==> src/sv/assert_macros.svh <==
// Assertion macros shared by the Kalman filter RTL.
// No dependencies; included by the files that carry concurrent checks.
`ifndef ASSERT_MACROS_SVH
`define ASSERT_MACROS_SVH

// Property must hold at every clock edge outside reset.
`define KCV_ASSERT(lbl, clk, rst_n, prop) \
    lbl: assert property (@(posedge clk) disable iff (!rst_n) (prop)) \
        else $error("kcv assertion failed");

// Condition must never be true outside reset.
`define KCV_NEVER(lbl, clk, rst_n, cond) \
    lbl: assert property (@(posedge clk) disable iff (!rst_n) !(cond)) \
        else $error("kcv forbidden condition seen");

`endif

==> src/sv/kcv_pkg.sv <==
// Shared constants, types and saturating helpers of the 3D Kalman filter.
// No dependencies; used by every module of the block.
package kcv_pkg;

    localparam int AXES = 3;

    localparam logic signed [63:0] LIM       = 64'sh2000_0000_0000_0000;
    localparam logic signed [63:0] VAR_MAX   = 64'sh0000_FFFF_FFFF_FFFF;
    localparam logic signed [63:0] COV_MAX   = 64'sh0000_7FFF_FFFF_FFFF;
    localparam logic signed [63:0] COV_MIN   = 64'shFFFF_8000_0000_0000;
    localparam logic signed [63:0] S32_MAX   = 64'sh0000_0000_7FFF_FFFF;
    localparam logic signed [63:0] S32_MIN   = 64'shFFFF_FFFF_8000_0000;
    localparam logic signed [63:0] GAIN_ONE  = 64'sh0000_0001_0000_0000;

    localparam logic [20:0] STEP_TIME_RST = 21'd10486;
    localparam logic [40:0] POS_NOISE_RST = 41'd21475;
    localparam logic [40:0] VEL_NOISE_RST = 41'd21475;
    localparam logic [40:0] MEAS_NOISE_RST = 41'd42949673;
    localparam logic [47:0] VAR_RST       = 48'd429496729600;

    localparam logic [2:0] CFG_STEP_TIME  = 3'd0;
    localparam logic [2:0] CFG_POS_NOISE  = 3'd1;
    localparam logic [2:0] CFG_VEL_NOISE  = 3'd2;
    localparam logic [2:0] CFG_MEAS_NOISE = 3'd3;
    localparam logic [2:0] CFG_INIT_VAR   = 3'd4;

    typedef struct packed {
        logic start_pre;
        logic start_upd;
    } t_seq_ctl;

    function automatic logic signed [63:0] sadd(input logic signed [63:0] a,
                                                input logic signed [63:0] b);
        logic signed [64:0] s;
        s = $signed({a[63], a}) + $signed({b[63], b});
        if (s > $signed({LIM[63], LIM})) begin
            return LIM;
        end else if (s < -$signed({LIM[63], LIM})) begin
            return -LIM;
        end
        return s[63:0];
    endfunction

    function automatic logic signed [63:0] clamp_var(input logic signed [63:0] x);
        if (x < 0) begin
            return 64'sd0;
        end else if (x > VAR_MAX) begin
            return VAR_MAX;
        end
        return x;
    endfunction

    function automatic logic signed [63:0] clamp_cov(input logic signed [63:0] x);
        if (x < COV_MIN) begin
            return COV_MIN;
        end else if (x > COV_MAX) begin
            return COV_MAX;
        end
        return x;
    endfunction

    function automatic logic signed [31:0] clamp_s32(input logic signed [63:0] x);
        if (x < S32_MIN) begin
            return S32_MIN[31:0];
        end else if (x > S32_MAX) begin
            return S32_MAX[31:0];
        end
        return x[31:0];
    endfunction

    function automatic logic [63:0] mag(input logic signed [63:0] x);
        return x[63] ? 64'(-x) : 64'(x);
    endfunction

endpackage

==> src/sv/kcv_mul.sv <==
// Multi-cycle rounding multiplier: 64x64 magnitude product built from four
// 32x32 partial products, then rounded, shifted and held to +-2^61. Uses kcv_pkg.
`include "assert_macros.svh"
module kcv_mul (
    input  logic               i_clk,
    input  logic               i_rst_n,
    input  logic               i_start,
    input  logic signed [63:0] i_x,
    input  logic signed [63:0] i_y,
    input  logic               i_sh32,
    output logic               o_done,
    output logic signed [63:0] o_res
);
    localparam logic [63:0] LIM_U = 64'(kcv_pkg::LIM);

    logic               r_busy;
    logic [2:0]         r_cnt;
    logic [63:0]        r_ux;
    logic [63:0]        r_uy;
    logic               r_neg;
    logic               r_sh32;
    logic [127:0]       r_acc;
    logic               r_done;
    logic signed [63:0] r_res;

    logic [31:0]  a_half;
    logic [31:0]  b_half;
    logic [63:0]  pp;
    logic [6:0]   pp_shamt;
    logic [127:0] pp_shifted;
    logic [127:0] rounded;
    logic [127:0] quot;
    logic [63:0]  umag;

    always_comb begin
        a_half     = r_cnt[0] ? r_ux[63:32] : r_ux[31:0];
        b_half     = r_cnt[1] ? r_uy[63:32] : r_uy[31:0];
        pp         = a_half * b_half;
        pp_shamt   = {r_cnt[0] & r_cnt[1], r_cnt[0] ^ r_cnt[1], 5'd0};
        pp_shifted = {64'd0, pp} << pp_shamt;
        rounded    = r_acc + (r_sh32 ? (128'd1 << 31) : (128'd1 << 19));
        quot       = r_sh32 ? (rounded >> 32) : (rounded >> 20);
        if (quot > {64'd0, LIM_U}) begin
            umag = LIM_U;
        end else begin
            umag = quot[63:0];
        end
    end

    always_ff @(posedge i_clk) begin
        if (!i_rst_n) begin
            r_busy <= 1'b0;
            r_cnt  <= 3'd0;
            r_done <= 1'b0;
        end else begin
            r_done <= 1'b0;
            if (i_start) begin
                r_busy <= 1'b1;
                r_cnt  <= 3'd0;
            end else if (r_busy) begin
                if (r_cnt == 3'd4) begin
                    r_busy <= 1'b0;
                    r_done <= 1'b1;
                end else begin
                    r_cnt <= r_cnt + 3'd1;
                end
            end
        end
    end

    always_ff @(posedge i_clk) begin
        if (i_start) begin
            r_ux   <= kcv_pkg::mag(i_x);
            r_uy   <= kcv_pkg::mag(i_y);
            r_neg  <= i_x[63] ^ i_y[63];
            r_sh32 <= i_sh32;
            r_acc  <= 128'd0;
        end else if (r_busy) begin
            if (r_cnt == 3'd4) begin
                r_res <= r_neg ? -$signed(umag) : $signed(umag);
            end else begin
                r_acc <= r_acc + pp_shifted;
            end
        end
    end

    assign o_done = r_done;
    assign o_res  = r_res;

    `KCV_ASSERT(a_mul_done_after_busy, i_clk, i_rst_n, r_done |-> $past(r_busy))

endmodule

==> src/sv/kcv_lane.sv <==
// One axis of the filter: position and velocity state, prediction and
// correction through its own rounding multiplier. Uses kcv_pkg and kcv_mul.
module kcv_lane (
    input  logic                i_clk,
    input  logic                i_rst_n,
    input  kcv_pkg::t_seq_ctl   i_ctl,
    input  logic signed [31:0]  i_meas,
    input  logic [20:0]         i_step_time,
    input  logic signed [63:0]  i_k1,
    input  logic signed [63:0]  i_k2,
    output logic                o_done,
    output logic signed [31:0]  o_pos,
    output logic signed [31:0]  o_vel
);
    localparam logic [1:0] LP_IDLE = 2'd0;
    localparam logic [1:0] LP_PRED = 2'd1;
    localparam logic [1:0] LP_K1   = 2'd2;
    localparam logic [1:0] LP_K2   = 2'd3;

    logic [1:0]         r_ph;
    logic               r_go;
    logic               r_done;
    logic signed [31:0] r_pos;
    logic signed [31:0] r_vel;
    logic signed [31:0] r_p;
    logic signed [32:0] r_inn;
    logic signed [31:0] r_newpos;

    logic               mul_done;
    logic signed [63:0] mul_res;
    logic signed [63:0] mul_x;
    logic signed [63:0] mul_y;
    logic               mul_sh32;
    logic signed [31:0] pred_p;

    always_comb begin
        case (r_ph)
            LP_PRED: begin
                mul_x    = 64'(r_vel);
                mul_y    = $signed({43'd0, i_step_time});
                mul_sh32 = 1'b0;
            end
            LP_K1: begin
                mul_x    = 64'(r_inn);
                mul_y    = i_k1;
                mul_sh32 = 1'b1;
            end
            LP_K2: begin
                mul_x    = 64'(r_inn);
                mul_y    = i_k2;
                mul_sh32 = 1'b1;
            end
            default: begin
                mul_x    = 64'sd0;
                mul_y    = 64'sd0;
                mul_sh32 = 1'b0;
            end
        endcase
        pred_p = kcv_pkg::clamp_s32(64'(r_pos) + mul_res);
    end

    kcv_mul u_mul (
        .i_clk   (i_clk),
        .i_rst_n (i_rst_n),
        .i_start (r_go),
        .i_x     (mul_x),
        .i_y     (mul_y),
        .i_sh32  (mul_sh32),
        .o_done  (mul_done),
        .o_res   (mul_res)
    );

    always_ff @(posedge i_clk) begin
        if (!i_rst_n) begin
            r_ph   <= LP_IDLE;
            r_go   <= 1'b0;
            r_done <= 1'b0;
            r_pos  <= 32'sd0;
            r_vel  <= 32'sd0;
        end else begin
            r_go   <= 1'b0;
            r_done <= 1'b0;
            if (i_ctl.start_pre) begin
                r_ph <= LP_PRED;
                r_go <= 1'b1;
            end else if (i_ctl.start_upd) begin
                r_ph <= LP_K1;
                r_go <= 1'b1;
            end else if (mul_done) begin
                case (r_ph)
                    LP_PRED: begin
                        r_ph   <= LP_IDLE;
                        r_done <= 1'b1;
                    end
                    LP_K1: begin
                        r_ph <= LP_K2;
                        r_go <= 1'b1;
                    end
                    LP_K2: begin
                        r_vel  <= kcv_pkg::clamp_s32(64'(r_vel) + mul_res);
                        r_pos  <= r_newpos;
                        r_ph   <= LP_IDLE;
                        r_done <= 1'b1;
                    end
                    default: begin
                        r_ph <= LP_IDLE;
                    end
                endcase
            end
        end
    end

    always_ff @(posedge i_clk) begin
        if (mul_done && r_ph == LP_PRED) begin
            r_p   <= pred_p;
            r_inn <= 33'(i_meas) - 33'(pred_p);
        end
        if (mul_done && r_ph == LP_K1) begin
            r_newpos <= kcv_pkg::clamp_s32(64'(r_p) + mul_res);
        end
    end

    assign o_done = r_done;
    assign o_pos  = r_pos;
    assign o_vel  = r_vel;

endmodule

==> config.mk <==
export PLATFORM = sky130hd
export DESIGN_NAME = kcv_lane
export DESIGN_NICKNAME = d
export VERILOG_FILES = /design/src/sv/kcv_pkg.sv /design/src/sv/kcv_mul.sv /design/src/sv/kcv_lane.sv
export VERILOG_INCLUDE_DIRS = /design/src /design/src/sv
export SDC_FILE = /design/constraint.sdc
export NUM_CORES = 2
export LEC_CHECK = 0
export ABC_AREA = 1
export BUFFER_PORTS_ARGS = -buffer_cell sky130_fd_sc_hd__buf_2
export CORE_MARGIN = 5
export CORE_UTILIZATION = 35
export DETAILED_ROUTE_END_ITERATION = 12
export GPL_TIMING_DRIVEN = 0
export PLACE_DENSITY = 0.53
export SETUP_SLACK_MARGIN = 0.05
export SKIP_CTS_REPAIR_TIMING = 1
export SYNTH_ARGS = -nofsm -noshare
export SYNTH_HDL_FRONTEND = slang
export SYNTH_SLANG_ARGS = --single-unit
==> constraint.sdc <==
create_clock -name i_clk -period 11.85 [get_ports i_clk]
set_input_delay 2.37 -clock i_clk [delete_from_list [all_inputs] [get_ports i_clk]]
set_output_delay 2.37 -clock i_clk [all_outputs]
set_load 0.03 [all_outputs]
==> metrics.md <==
| Metric | Value |
|---|---|
| Initial detailed-routing violation count | `just under 10000` |
| Post-DP HPWL | `between 300 and 400 mm` |
| Clk slew on worst S/H paths | `0.06 ns` |
| Final Hold Fails | `0` |
| Port Buffer Count | `around 250` |
| Die Y | `roughly 500 um` |
| Post-synthesis sequential area ratio | `around 15%` |
| Most used cell, CP | `fa_1` |
| Vias in the first global route | `about 83000` |
| Post-Syn Area | `0.0864 mm^2` |
| Number of cell rows | `roughly 180` |
| Slew HR | `1.41%` |
| Final Slew Violations | `0` |
| CTS tree | `done` |
| Root Driver | `clkbuf_16` |
| Highest clock rate | `roughly 0.085 GHz` |
| Grt total ovfl | `0` |
| Cts bufs inserted | `66` |
| Initial antenna violation count | `13` |
| Placed cell areas | `between 0.09 and 0.1 mm^2` |
| Worst Hold Class | `flop to flop` |
| Setup slack after layout | `around 0.14 ns` |
| Crit end category | `flop` |
| Minimum clock period | `11.71 ns` |
| Worst-Margin Slew | `between 1 and 1.5 ns` |
| Core Region | `0.246 mm^2` |
| H-tree levels | `3` |
| Outcome | `finished with violations` |
| R2R setup slack | `between 0.1 and 0.15 ns` |
| Layout fillers | `roughly 26000` |
| CTS Buffer Depth | `3` |
| Die width | `a little over 500 um` |
| Io pins | `250` |
| Slowest cell delay on critical path | `0.67 ns` |
| DRT Pass-1 Iters | `8` |
| WP data arrival | `roughly 12 ns` |
| Design Area, Final | `between 0.1 and 0.15 mm^2` |
| Post-route ant nets | `0` |
| Starting Density | `approximately a third` |
| DP Worst Slack | `-3.35 ns` |
| Final net count | `about 15000` |
| Synth warnings | `0` |
| Pin count of the biggest net entering global routing | `66` |
| Clock Latency Late Sink | `0.73 ns` |
| Fin crit share | `98.8%` |
| DRC viols | `0` |
| Post-synth EDFFs | `291` |
| Vias per cell | `between 5 and 6` |
| Failing checks | `max-capacitance violations` |
| Final GP Congestion | `roughly 1.1` |
| Worst clock skew | `between 0.05 and 0.06 ns` |
| Total Routing Usage GR | `between 20 and 30%` |
| Leading cell types in the layout, fill and taps excluded | `2544 x nand2_1, 2227 x inv_1, 1959 x nor2_1, 858 x fa_1, 780 x a21oi_1` |
| Max-cap violations | `1` |
| WS Path Type | `flop to flop` |
| Wire per inst | `24.4 um` |
| Setup violators final | `0` |
| First-pass GRT wire length | `roughly 570 mm` |
| CP required | `around 12 ns` |
| Yosys reg bits | `between 400 and 500` |
| Vias | `approximately 90000` |
| Main synth FF type | `edfxtp_1` |
| Mean Syn Cell Area | `slightly below 7 um^2` |
| Routed wire length | `between 400 and 500 mm` |
| FFs w/ async S/R, synth | `0%` |
| Clock Sinks | `between 400 and 500` |
| Cell count after synthesis | `12578` |
| Setup crit start kind | `flop` |
| Synth cell types | `just over 70` |
| Worst-path fanout max | `10` |
| CP max-delay cell | `fa_1` |
| Area Growth Syn to Fin | `16.6%` |
| Proportion of layout cells with a drive suffix above 1 | `between 10% and 20%` |
| Commonest non-fill, non-tap cell in the layout | `nand2_1` |
| Die ar. | `0.257 mm^2` |
## synth_stat cells, drive strengths merged (2+ instances only)
cell type  number  share of area (%)
and3            2              0.014
ha            618                8.9
a21boi         32               0.28
o22ai          24               0.17
o211ai         37               0.32
nand2        2595                 11
dfxtp         201                4.7
o31ai          12               0.10
clkinv         35               0.15
xnor2         191                1.9
o221a           4              0.052
a21o           40               0.35
nor4           46               0.34
nor3           84               0.49
o311ai          6              0.061
inv          2273                9.9
mux2i           3              0.035
a221oi          8              0.081
fa            901                 21
and2            8              0.061
buf            65               0.39
a31o            4              0.041
o21bai         30               0.28
a41oi           2              0.020
o41ai          13               0.13
o21ai         651                3.8
nand3b         24               0.21
nor2         2030                9.0
or2            87               0.63
a31oi         171                1.2
xor2          339                3.4
a21oi         822                4.8
nand4          98               0.71
a22o           66               0.67
o21a           50               0.43
o221ai         11               0.11
a2111oi         2              0.020
nand3         400                2.4
o2111ai         8              0.081
nor3b           5              0.043
a211oi         19               0.17
clkbuf        266                1.2
edfxtp        291                 10
## sequential cells by signal, indices dropped and copies added, names as in the netlist, 2 cells and up
register     count
o_pos           32
o_vel           32
r_inn           33
r_newpos        32
r_p             32
r_ph             2
u_mul.o_res     64
u_mul.r_acc    128
u_mul.r_cnt      3
u_mul.r_ux      64
u_mul.r_uy      64
## worst paths after layout
kind                               start                             to  cells past startpoint
max          u_mul.r_cnt[0]$_SDFFE_PP0P_  u_mul.r_acc[113]$_SDFFE_PP0P_                     43
min              u_mul.r_busy$_SDFF_PN0_        u_mul.o_done$_SDFF_PP0_                      2
max reg2reg  u_mul.r_cnt[0]$_SDFFE_PP0P_  u_mul.r_acc[113]$_SDFFE_PP0P_                     43
min reg2reg      u_mul.r_busy$_SDFF_PN0_        u_mul.o_done$_SDFF_PP0_                      2
## layer usage
metal / vias to the layer above / global-route usage [%] / share of wire (%)
li1: 40985 / - / -
met1: 42265 / 42.5 / 43
met5: - / 0.185 / 0.024
met4: 14 / 12.5 / 5.4
met2: 4088 / 44.5 / 42
met3: 749 / 5.77 / 9.6
## critical path: cells and delay by family (launching register included)
family	cells	cell delay (ns)
AOI/OAI and AO/OA	10	2.14
xor gates and xnor gates	2	0.40
adders and majority gates	10	4.97
buffers and inverters	11	1.56
DFF	1	0.38
and+or+nand+nor	10	2.13
## stage by stage
stage          util, %  TNS [ns]  cells  hold WS, ns
2_1_floorplan        -         0  12608        0.440
3_3_place_gp      37.4   -267.68  16077        0.453
3_5_place_dp      37.5   -229.90  16094        0.457
4_1_cts           38.4   -237.42  16215        0.467
5_1_grt           41.0    -0.456  16508        0.486
6_report          41.0         0  16512        0.468
## final cells by class
type	count	area, um^2	share of cell area [%]
multi-input cells	9479	66600	66.1
clock inverters	32	333	0.330
flip-flops and latches	492	12800	12.7
repair buffers	557	4040	4.01
repair inverters	1	7.51	0.00745
well taps	3220	4030	4.00
diodes	4	10.0	0.00994
clock buffers	89	1880	1.87
inverters	2308	8780	8.72
plain buffers	330	2320	2.31
## logic make-up (layout without fill, tap and decap cells)
kind of cell	Yosys count	count (layout)	synth area share, %
adders and majority gates	1519	1519	29.8
AOI/OAI and AO/OA	2013	2015	13.2
other	1	35	0.00434
buffers and inverters	2639	3317	11.6
DFF	492	492	14.8
and+or+nand+nor	5381	5381	25.2
xor gates and xnor gates	530	530	5.38
muxes	3	3	0.0348
Power is not shown: default switching activity piles up to over one toggle a cycle in this logic, so the estimate is an artifact.
